==> src/hw/rtl/pnsm_pkg.sv <==
// Shared types, constants and coefficient tables of the pink noise shaper and mixer.
package pnsm_pkg;

    // Fixed-point formats of the coefficients and of the gain register.
    localparam int COEF_BITS     = 17;
    localparam int COEF_SHIFT    = 16;
    localparam int GAIN_BITS     = 24;
    localparam int GAIN_SHIFT    = 24;
    localparam int TAP_ADDR_BITS = 3;
    localparam int NUM_TAPS      = 7;
    localparam int CFG_IDX_BITS  = 1;

    typedef logic signed [COEF_BITS-1:0] coef_t;
    typedef logic [TAP_ADDR_BITS-1:0]    tap_addr_t;
    typedef logic [GAIN_BITS-1:0]        gain_t;

    // Tap memory layout: six filter poles, then the delayed tap.
    localparam tap_addr_t FIRST_POLE = 3'd0;
    localparam tap_addr_t LAST_POLE  = 3'd5;
    localparam tap_addr_t DELAY_TAP  = 3'd6;

    // Coefficients of the direct tap, the delayed tap and the output normalization.
    localparam coef_t DIRECT_COEF = 17'sd35140;
    localparam coef_t DELAY_COEF  = 17'sd7597;
    localparam coef_t NORM_COEF   = 17'sd7209;

    localparam gain_t GAIN_RESET = 24'd16777;

    typedef enum logic [CFG_IDX_BITS-1:0] {
        CFG_NOISE_COLOR = 1'b0,
        CFG_NOISE_GAIN  = 1'b1
    } cfg_idx_t;

    typedef enum logic {
        COLOR_WHITE = 1'b0,
        COLOR_PINK  = 1'b1
    } color_t;

    typedef enum logic [3:0] {
        ST_IDLE,
        ST_FEED,
        ST_POLE,
        ST_UPD,
        ST_DIRECT,
        ST_DELAY,
        ST_DLYW,
        ST_NORM,
        ST_GAIN,
        ST_MIX
    } state_t;

    // Pole coefficient of each one-pole filter.
    function automatic coef_t pole_coef(input tap_addr_t idx);
        coef_t c;
        case (idx)
            3'd0:    c = 17'sd65461;
            3'd1:    c = 17'sd65098;
            3'd2:    c = 17'sd63504;
            3'd3:    c = 17'sd56787;
            3'd4:    c = 17'sd36045;
            3'd5:    c = -17'sd49912;
            default: c = '0;
        endcase
        return c;
    endfunction

    // Input weight of each one-pole filter.
    function automatic coef_t feed_coef(input tap_addr_t idx);
        coef_t c;
        case (idx)
            3'd0:    c = 17'sd3638;
            3'd1:    c = 17'sd4920;
            3'd2:    c = 17'sd10083;
            3'd3:    c = 17'sd20348;
            3'd4:    c = 17'sd34928;
            3'd5:    c = -17'sd1107;
            default: c = '0;
        endcase
        return c;
    endfunction

endpackage

==> src/hw/rtl/pnsm_in_if.sv <==
// Input channel of the mixer: one clean sample and one white-noise sample per beat.
interface pnsm_in_if #(
    parameter int SAMPLE_BITS = 24
) ();
    logic                          valid;
    logic                          ready;
    logic signed [SAMPLE_BITS-1:0] clean_sample;
    logic signed [SAMPLE_BITS-1:0] white_sample;

    modport source (output valid, output clean_sample, output white_sample, input ready);
    modport sink (input valid, input clean_sample, input white_sample, output ready);
endinterface

==> src/hw/rtl/pnsm_out_if.sv <==
// Output channel of the mixer: one mixed sample per beat.
interface pnsm_out_if #(
    parameter int SAMPLE_BITS = 24
) ();
    logic                          valid;
    logic                          ready;
    logic signed [SAMPLE_BITS-1:0] mixed_sample;

    modport source (output valid, output mixed_sample, input ready);
    modport sink (input valid, input mixed_sample, output ready);
endinterface

==> src/hw/rtl/pink_noise_shaper_mixer.sv <==
// Pink or white noise shaper with gain, mixed into a clean audio stream.
//
// Each input beat carries a clean sample and a white-noise sample. In white mode the
// white sample is scaled by noise_gain; in pink mode it first drives six one-pole
// filters, a direct tap and a one-sample delayed tap, whose sum is scaled by 0.11.
// The noise is added to the clean sample and saturated. The seven filter states sit
// in a small synchronous memory and are updated by read, modify and write back; all
// products go through one shared registered multiplier. A pink sample passes a feed,
// pole and update step for each filter pole, then the direct tap, delayed tap,
// normalization, gain and mix steps before it reaches the output register; a white
// sample goes straight to the gain and mix steps. A new beat is taken only in the idle
// state, which follows the mix step. The next beat is taken as soon as the
// result sits in the output register; only a second finished result waits in the mix
// step until the sink takes the first. Filter states are zero after reset and change
// only in pink mode.
module pink_noise_shaper_mixer
    import pnsm_pkg::*;
#(
    parameter int SAMPLE_BITS = 24,
    parameter int TAP_BITS    = 32
) (
    input  logic                    clk,
    input  logic                    rst_n,
    input  logic                    cfg_we,
    input  logic [CFG_IDX_BITS-1:0] cfg_idx,
    input  logic [GAIN_BITS-1:0]    cfg_data,
    pnsm_in_if.sink                 sample_in,
    pnsm_out_if.source              sample_out
);

    // Datapath widths.
    localparam int NW   = SAMPLE_BITS + 8;
    localparam int AW   = (TAP_BITS > NW) ? TAP_BITS : NW;
    localparam int BW   = GAIN_BITS + 1;
    localparam int PW   = AW + BW;
    localparam int SUMW = TAP_BITS + 4;
    localparam int ACCW = SAMPLE_BITS + 1;

    localparam logic signed [PW-1:0] COEF_HALF = PW'(1) << (COEF_SHIFT - 1);
    localparam logic signed [PW-1:0] GAIN_HALF = PW'(1) << (GAIN_SHIFT - 1);
    localparam logic signed [PW-1:0] TAP_MAX   = PW'({1'b0, {(TAP_BITS - 1){1'b1}}});
    localparam logic signed [PW-1:0] TAP_MIN   = ~TAP_MAX;
    localparam logic signed [PW-1:0] NOISE_MAX = PW'({1'b0, {(NW - 1){1'b1}}});
    localparam logic signed [PW-1:0] NOISE_MIN = -NOISE_MAX;
    localparam logic signed [PW-1:0] SMP_MAX   = PW'({1'b0, {(SAMPLE_BITS - 1){1'b1}}});
    localparam logic signed [PW-1:0] SMP_MIN   = ~SMP_MAX;

    // Control state.
    state_t                  state_reg, state_next;
    tap_addr_t               idx_reg, idx_next;
    logic                    out_valid_reg, out_valid_next;
    color_t                  color_reg;
    gain_t                   gain_reg;
    logic [NUM_TAPS-1:0]     tap_valid_reg;
    logic                    rvalid_reg;

    // Payload state.
    logic signed [SAMPLE_BITS-1:0] clean_reg, clean_next;
    logic signed [SAMPLE_BITS-1:0] white_reg, white_next;
    logic signed [ACCW-1:0]        acc_reg, acc_next;
    logic signed [SUMW-1:0]        sum_reg, sum_next;
    logic signed [NW-1:0]          noise_reg, noise_next;
    logic signed [PW-1:0]          prod_reg, prod_next;
    logic signed [SAMPLE_BITS-1:0] out_reg, out_next;

    // Tap memory.
    logic signed [TAP_BITS-1:0] tap_mem [NUM_TAPS];
    logic signed [TAP_BITS-1:0] rdata_reg;
    logic                       mem_re;
    logic                       mem_we;
    tap_addr_t                  raddr;
    tap_addr_t                  waddr;
    logic signed [TAP_BITS-1:0] wdata;

    // Shared multiplier operands and helpers.
    logic signed [AW-1:0]       mul_a;
    logic signed [BW-1:0]       mul_b;
    logic signed [TAP_BITS-1:0] tap_rd;
    logic signed [PW-1:0]       prod_rnd;
    logic signed [TAP_BITS-1:0] tap_new;
    logic signed [PW-1:0]       mix_sum;
    logic                       in_beat;
    logic                       out_free;

    function automatic logic signed [TAP_BITS-1:0] sat_tap(input logic signed [PW-1:0] x);
        logic signed [TAP_BITS-1:0] r;
        if (x > TAP_MAX)
            r = TAP_BITS'(TAP_MAX);
        else if (x < TAP_MIN)
            r = TAP_BITS'(TAP_MIN);
        else
            r = TAP_BITS'(x);
        return r;
    endfunction

    function automatic logic signed [NW-1:0] clamp_noise(input logic signed [PW-1:0] x);
        logic signed [NW-1:0] r;
        if (x > NOISE_MAX)
            r = NW'(NOISE_MAX);
        else if (x < NOISE_MIN)
            r = NW'(NOISE_MIN);
        else
            r = NW'(x);
        return r;
    endfunction

    function automatic logic signed [SAMPLE_BITS-1:0] sat_smp(input logic signed [PW-1:0] x);
        logic signed [SAMPLE_BITS-1:0] r;
        if (x > SMP_MAX)
            r = SAMPLE_BITS'(SMP_MAX);
        else if (x < SMP_MIN)
            r = SAMPLE_BITS'(SMP_MIN);
        else
            r = SAMPLE_BITS'(x);
        return r;
    endfunction

    // Handshake and shared values.
    assign sample_in.ready         = (state_reg == ST_IDLE);
    assign sample_out.valid        = out_valid_reg;
    assign sample_out.mixed_sample = out_reg;
    assign in_beat  = sample_in.valid && sample_in.ready;
    assign out_free = !out_valid_reg || sample_out.ready;
    assign tap_rd   = rvalid_reg ? rdata_reg : '0;
    assign prod_rnd = (prod_reg + COEF_HALF) >>> COEF_SHIFT;
    assign tap_new  = sat_tap(prod_rnd + PW'(acc_reg));
    assign mix_sum  = PW'(clean_reg) + ((prod_reg + GAIN_HALF) >>> GAIN_SHIFT);

    // Next state of the sequencer.
    always_comb
    begin
        state_next = state_reg;
        unique case (state_reg)
            ST_IDLE:
            begin
                if (in_beat)
                    state_next = (color_reg == COLOR_PINK) ? ST_FEED : ST_GAIN;
            end
            ST_FEED:   state_next = ST_POLE;
            ST_POLE:   state_next = ST_UPD;
            ST_UPD:    state_next = (idx_reg == LAST_POLE) ? ST_DIRECT : ST_FEED;
            ST_DIRECT: state_next = ST_DELAY;
            ST_DELAY:  state_next = ST_DLYW;
            ST_DLYW:   state_next = ST_NORM;
            ST_NORM:   state_next = ST_GAIN;
            ST_GAIN:   state_next = ST_MIX;
            ST_MIX:
            begin
                if (out_free)
                    state_next = ST_IDLE;
            end
            default:   state_next = ST_IDLE;
        endcase
    end

    // Datapath control, memory access and multiplier operands per state.
    always_comb
    begin
        idx_next       = idx_reg;
        out_valid_next = out_valid_reg && !sample_out.ready;
        clean_next     = clean_reg;
        white_next     = white_reg;
        acc_next       = acc_reg;
        sum_next       = sum_reg;
        noise_next     = noise_reg;
        out_next       = out_reg;
        mul_a          = '0;
        mul_b          = '0;
        mem_re         = 1'b0;
        raddr          = FIRST_POLE;
        mem_we         = 1'b0;
        waddr          = FIRST_POLE;
        wdata          = '0;
        unique case (state_reg)
            ST_IDLE:
            begin
                if (in_beat)
                begin
                    clean_next = SAMPLE_BITS'(sample_in.clean_sample);
                    white_next = SAMPLE_BITS'(sample_in.white_sample);
                    noise_next = NW'(sample_in.white_sample);
                    idx_next   = FIRST_POLE;
                    sum_next   = '0;
                    mem_re     = (color_reg == COLOR_PINK);
                    raddr      = FIRST_POLE;
                end
            end
            ST_FEED:
            begin
                mul_a = AW'(white_reg);
                mul_b = BW'(feed_coef(idx_reg));
            end
            ST_POLE:
            begin
                acc_next = ACCW'(prod_rnd);
                mul_a    = AW'(tap_rd);
                mul_b    = BW'(pole_coef(idx_reg));
            end
            ST_UPD:
            begin
                // Write the new pole state and fetch the next tap.
                mem_we   = 1'b1;
                waddr    = idx_reg;
                wdata    = tap_new;
                sum_next = sum_reg + SUMW'(tap_new);
                mem_re   = 1'b1;
                if (idx_reg == LAST_POLE)
                    raddr = DELAY_TAP;
                else
                begin
                    raddr    = idx_reg + 3'd1;
                    idx_next = idx_reg + 3'd1;
                end
            end
            ST_DIRECT:
            begin
                mul_a = AW'(white_reg);
                mul_b = BW'(DIRECT_COEF);
            end
            ST_DELAY:
            begin
                // Old delayed tap and the direct tap join the sum.
                sum_next = sum_reg + SUMW'(tap_rd) + SUMW'(prod_rnd);
                mul_a    = AW'(white_reg);
                mul_b    = BW'(DELAY_COEF);
            end
            ST_DLYW:
            begin
                mem_we = 1'b1;
                waddr  = DELAY_TAP;
                wdata  = sat_tap(prod_rnd);
                mul_a  = AW'(sat_tap(PW'(sum_reg)));
                mul_b  = BW'(NORM_COEF);
            end
            ST_NORM:
            begin
                noise_next = clamp_noise(prod_rnd);
            end
            ST_GAIN:
            begin
                mul_a = AW'(noise_reg);
                mul_b = BW'({1'b0, gain_reg});
            end
            ST_MIX:
            begin
                // The gain product stays in place while the output register is busy.
                mul_a = AW'(noise_reg);
                mul_b = BW'({1'b0, gain_reg});
                if (out_free)
                begin
                    out_next       = sat_smp(mix_sum);
                    out_valid_next = 1'b1;
                end
            end
            default:
            begin
                idx_next = FIRST_POLE;
            end
        endcase
    end

    assign prod_next = PW'(mul_a) * PW'(mul_b);

    // Control registers and configuration.
    always_ff @(posedge clk or negedge rst_n)
    begin
        if (!rst_n)
        begin
            state_reg     <= ST_IDLE;
            idx_reg       <= FIRST_POLE;
            out_valid_reg <= 1'b0;
            color_reg     <= COLOR_PINK;
            gain_reg      <= GAIN_RESET;
            tap_valid_reg <= '0;
            rvalid_reg    <= 1'b0;
        end
        else
        begin
            state_reg     <= state_next;
            idx_reg       <= idx_next;
            out_valid_reg <= out_valid_next;
            if (mem_we)
                tap_valid_reg[waddr] <= 1'b1;
            if (mem_re)
                rvalid_reg <= tap_valid_reg[raddr];
            if (cfg_we)
            begin
                unique case (cfg_idx_t'(cfg_idx))
                    CFG_NOISE_COLOR: color_reg <= color_t'(cfg_data[0]);
                    CFG_NOISE_GAIN:  gain_reg  <= cfg_data;
                    default:         gain_reg  <= gain_reg;
                endcase
            end
        end
    end

    // Payload registers.
    always_ff @(posedge clk)
    begin
        clean_reg <= clean_next;
        white_reg <= white_next;
        acc_reg   <= acc_next;
        sum_reg   <= sum_next;
        noise_reg <= noise_next;
        prod_reg  <= prod_next;
        out_reg   <= out_next;
    end

    // Tap memory with registered read.
    always_ff @(posedge clk)
    begin
        if (mem_we)
            tap_mem[waddr] <= wdata;
        if (mem_re)
            rdata_reg <= tap_mem[raddr];
    end

`ifndef ASSERT_OFF
    // A result is loaded only at the end of the mix step.
    a_out_from_mix: assert property (@(posedge clk) disable iff (!rst_n)
        $rose(out_valid_reg) |-> $past(state_reg) == ST_MIX)
        else $error("result loaded outside the mix step");

    // A white-mode beat goes straight to the gain step.
    a_white_path: assert property (@(posedge clk) disable iff (!rst_n)
        (sample_in.valid && sample_in.ready && color_reg == COLOR_WHITE)
            |=> state_reg == ST_GAIN)
        else $error("white beat did not go to the gain step");

    // The tap memory is never read and written at one entry in the same cycle.
    a_no_rw_clash: assert property (@(posedge clk) disable iff (!rst_n)
        (mem_we && mem_re) |-> waddr != raddr)
        else $error("tap memory read and write collide");

    // The pole index stays within the pole bank while a sample is in work.
    a_idx_range: assert property (@(posedge clk) disable iff (!rst_n)
        state_reg != ST_IDLE |-> idx_reg <= LAST_POLE)
        else $error("pole index out of range");
`endif

endmodule

==> src/flat_wrapper.sv <==
// flat-port wrapper written by rule: the top's interface ports become plain ports
module pink_noise_shaper_mixer_flat import pnsm_pkg::*;
#(
    parameter int SAMPLE_BITS = 24,
    parameter int TAP_BITS    = 32
)
  (clk, rst_n, cfg_we, cfg_idx, cfg_data, sample_in_valid, sample_in_clean_sample, sample_in_white_sample, sample_in_ready, sample_out_valid, sample_out_mixed_sample, sample_out_ready);
  pnsm_in_if #(.SAMPLE_BITS(SAMPLE_BITS)) sample_in_i ();
  pnsm_out_if #(.SAMPLE_BITS(SAMPLE_BITS)) sample_out_i ();
  input  logic clk;
  input  logic rst_n;
  input  logic cfg_we;
  input  logic [CFG_IDX_BITS-1:0] cfg_idx;
  input  logic [GAIN_BITS-1:0] cfg_data;
  input wire logic [$bits(sample_in_i.valid)-1:0] sample_in_valid;
  input wire logic [$bits(sample_in_i.clean_sample)-1:0] sample_in_clean_sample;
  input wire logic [$bits(sample_in_i.white_sample)-1:0] sample_in_white_sample;
  output wire logic [$bits(sample_in_i.ready)-1:0] sample_in_ready;
  output wire logic [$bits(sample_out_i.valid)-1:0] sample_out_valid;
  output wire logic [$bits(sample_out_i.mixed_sample)-1:0] sample_out_mixed_sample;
  input wire logic [$bits(sample_out_i.ready)-1:0] sample_out_ready;
  assign sample_in_i.valid = sample_in_valid;
  assign sample_in_i.clean_sample = sample_in_clean_sample;
  assign sample_in_i.white_sample = sample_in_white_sample;
  assign sample_in_ready = sample_in_i.ready;
  assign sample_out_valid = sample_out_i.valid;
  assign sample_out_mixed_sample = sample_out_i.mixed_sample;
  assign sample_out_i.ready = sample_out_ready;
  pink_noise_shaper_mixer #(.SAMPLE_BITS(SAMPLE_BITS), .TAP_BITS(TAP_BITS)) u_core (.clk(clk), .rst_n(rst_n), .cfg_we(cfg_we), .cfg_idx(cfg_idx), .cfg_data(cfg_data), .sample_in(sample_in_i), .sample_out(sample_out_i));
endmodule
==> config.mk <==
export PLATFORM = sky130hd
export DESIGN_NAME = pink_noise_shaper_mixer_flat
export DESIGN_NICKNAME = d
export VERILOG_FILES = /design/src/hw/rtl/pnsm_pkg.sv /design/src/hw/rtl/pnsm_in_if.sv /design/src/hw/rtl/pnsm_out_if.sv /design/src/hw/rtl/pink_noise_shaper_mixer.sv /design/src/flat_wrapper.sv
export SDC_FILE = /design/constraint.sdc
export NUM_CORES = 2
export LEC_CHECK = 0
export BUFFER_PORTS_ARGS = -buffer_cell sky130_fd_sc_hd__buf_2
export CAP_MARGIN = 20
export CELL_PAD_IN_SITES_DETAIL_PLACEMENT = 0
export CELL_PAD_IN_SITES_GLOBAL_PLACEMENT = 1
export CORE_UTILIZATION = 45
export CTS_CLUSTER_SIZE = 20
export DETAILED_ROUTE_END_ITERATION = 7
export PLACE_DENSITY_LB_ADDON = 0.1
export SYNTH_ARGS = -nofsm -noshare
export SYNTH_HDL_FRONTEND = slang
export SYNTH_SLANG_ARGS = --single-unit
==> constraint.sdc <==
create_clock -name clk -period 20.7 [get_ports clk]
set_input_delay 1.035 -clock clk [delete_from_list [all_inputs] [get_ports clk]]
set_output_delay 1.035 -clock clk [all_outputs]
set_load 0.1 [all_outputs]
==> impl_results.md <==
* Outcome: finished clean
* Critical Path Sink Type: flip-flop
* CTS Sinks at 504
* CP max stage delay at 0.92 ns
* Die Span X at ~360 µm
* Synthesized cell area at about 58000 µm²
* Iter 0 DRT Violations at 3992
* Asr flop ratio synth at 0.0813
* Max-slew violations at 0
* Max Cap Violations at 0
* #FFs+latches synth at 504
* Fin. Hold Viols at 0
* Area growth from synthesis to layout at 8.29%
* Routed wire length at 200 mm
* GRT busiest layer: met2
* Largest net degree at the start of global routing at about 90
* CTS Hold Buffers Added at 0
* Reg2reg start: u_core.state_reg[3]
* Count of different cell masters after synthesis at 95
* Post-CTS Setup Repair Bufs at 0
* Reg2reg end: u_core.prod_reg[44]
* Minimum clock period at between 10 and 15 ns
* Period utilisation layout at 0.517
* CP Launch Type: flip-flop
* Routed vias/inst at around 5.7
* DRT Pass-1 Iters at 6
* CTS tree: yes
* Met1 Use GR at 0.456
* Register area share after synthesis at 0.252
* Unrepaired setup endpoints after global routing: no
* Yosys Warn Count at 0
* Die area at roughly 130000 µm²
* Crit-path slowest cell: dfrtp_1
* Port-buffer cells at 103
* Post-synth EDFFs at 421
* Setup CP Type: flip-flop to flip-flop
* Final Skew at between 0.02 and 0.025 ns
* Number of nets in the layout at roughly 7400
* CTS buffer count at between 60 and 70
* HP Class: input port to async pin
* Fmax at around 94 MHz
* Sum Neg Setup Slack at 0 ns
* Worst Max-Slew Pin Slew at 1.23 ns
* Post-CTS Resized at 0
* Setup Viol. Count Final at 0
* Worst path arrival time at 11.30 ns
* Syn Inst Count at 6197
* Mapped Nets at between 7000 and 8000
* GRT Util Overall at 0.312
* Top FF cell, synth: edfxtp_1
* Reg2reg path depth at 30
* Drt drc at 0
* Final ANT Viol Nets at 0
* Met3 usage at 0.0523
* Met2 Use GR at 0.478
* H-tree depth at 2
* Worst Path Buf+Inv at 7
* Top Ports at around 100
* RePlAce Congestion at slightly below 1
* Avg Cell Area, Syn at approximately 9.3 µm²
* Delay-heaviest family, CP: adder cells
* Die Y at roughly 360 µm
* Initial antenna violation count at 4
* Grt ovf at 0
* Initial Util at 0.456
* DP Wirelength at between 150 and 200 mm
* Via Count at 44740
* Number of flip-flops in the largest register at between 200 and 250
* Routed WL per cell at between 20 and 30 µm
* Clk buf depth at 3
* CP max FO at 50
* Vias in the first global route at between 40000 and 50000
* Core area at between 100000 and 150000 µm²
* Clock root buffer: clkbuf_16
* Crit-path most repeated cell: fa_1
* Row count at 130
* Flop-to-flop setup slack at 10.01 ns
* Clk slew on worst S/H paths at approximately 0.060 ns
* Req. time, crit path at between 20 and 25 ns
* Slew HR at 0.174
* Global-route wire length before repair at approximately 300 mm
* Clock latency on the worst-skew pair at slightly below 0.7 ns
* Layout cells sized above 1 at 0.0704
[metal layers]
layer	routed length, µm	vias up
met1	89300	22845
met3	15800	299
met5	44	-
met2	88400	1659
met4	6240	6
li1	-	19931
[final cells by class]
class	instances	area, µm²
diodes	2	5.00
clock buffers	76	1670
clock inverters	40	475
fillers	11999	64000
inverters	1077	4040
multi-input cells	4322	38200
flip-flops and latches	504	14500
well taps	1650	2060
repair buffers	218	1380
[cells in the mapped netlist, types with 27 or more instances]
cell type     n  share of area
ha_1        302          0.066
nand4_1      61         0.0066
nor2b_1      27         0.0029
o21ai_0     220          0.019
nor2_1      503          0.033
nand3_1     184          0.016
o21a_1       32         0.0042
o21bai_1     28         0.0036
fa_1        857           0.30
xor2_1       95          0.014
dfxtp_1      42          0.015
nand2b_1     50         0.0054
o22ai_1      35         0.0038
edfxtp_1    421           0.22
a21o_1      110          0.014
nor3_1       47         0.0041
and4_1       36         0.0055
buf_1        29         0.0019
dfrtp_1      35          0.015
nand2_1     888          0.058
xnor2_1     159          0.024
inv_1      1075          0.070
a21oi_1     312          0.027
clkbuf_1    250          0.016
[worst max-delay path by stage]
stage	slack [ns]	start	to	cells after the start
CTS	10.14	u_core.state_reg[3]	u_core.prod_reg[44]	30
floorplan	11.60	u_core.state_reg[0]	u_core.prod_reg[44]	34
detailed placement	10.16	u_core.state_reg[3]	u_core.prod_reg[44]	30
global route	9.51	u_core.state_reg[3]	u_core.prod_reg[44]	30
finish	10.01	u_core.state_reg[3]	u_core.prod_reg[44]	30
global placement	10.39	u_core.idx_reg[0]	u_core.prod_reg[44]	35
[cells in the final DEF, fill, tap and decap left out, drive strengths merged, types with 19 or more instances in the layout]
cell type | synthesis | final
nand3 | 185 | 185
o31ai | 19 | 19
dfxtp | 42 | 42
and3 | 24 | 24
o21a | 32 | 32
xnor2 | 159 | 159
mux2 | 26 | 26
nand2b | 50 | 50
o21ai | 228 | 228
nor3 | 47 | 47
fa | 857 | 857
o22ai | 35 | 35
a21oi | 313 | 313
nor2 | 504 | 504
or2 | 21 | 21
inv | 1076 | 1081
edfxtp | 421 | 421
dfrtp | 35 | 35
clkbuf | 250 | 78
and4 | 36 | 36
xor2 | 95 | 95
a21o | 110 | 110
clkinv | 1 | 25
nor2b | 27 | 27
ha | 302 | 302
and2 | 25 | 25
a211oi | 24 | 24
buf | 44 | 216
a31oi | 25 | 25
nand2 | 889 | 889
o21bai | 28 | 28
nand4 | 62 | 62
[worst reg2reg max path, delay by kind of cell (launching register included)]
kind / cells / cell delay [ns]
xor gates and xnor gates: 1 / 0.14
and+or+nand+nor: 5 / 2.12
adders and majority gates: 8 / 3.77
AOI/OAI and AO/OA: 9 / 2.60
DFF: 1 / 0.92
buffers and inverters: 7 / 1.07
[cells by family (layout without fill, tap and decap cells)]
family                   count (synthesis)  count (layout)  share of synthesized area
multiplexers                            31              31                    0.00595
other                                    0               2                          0
flip-flops                             504             504                      0.252
buffers and inverters                 1371            1411                     0.0897
AO/OA/AOI/OAI                          948             948                      0.103
adder cells (fa/ha/maj)               1159            1159                      0.363
AND/OR/NAND/NOR                       1930            1930                      0.148
XOR/XNOR                               254             254                     0.0386
[per-stage QoR]
step | util | hold slack, ns | instances | area, µm² | setup slack (ns)
after floorplan | - | 0.439 | 6197 | 57600 | 11.60
after global placement | 0.476 | 0.450 | 7765 | 60200 | 10.39
after detailed placement | 0.477 | 0.454 | 7768 | 60200 | 10.16
after CTS | 0.493 | 0.463 | 7884 | 62400 | 10.14
after global routing | 0.494 | 0.501 | 7887 | 62400 | 9.51
final | 0.494 | 0.466 | 7889 | 62400 | 10.01
Power is not shown: default switching activity piles up to over one toggle a cycle in this logic, so the estimate is an artifact.
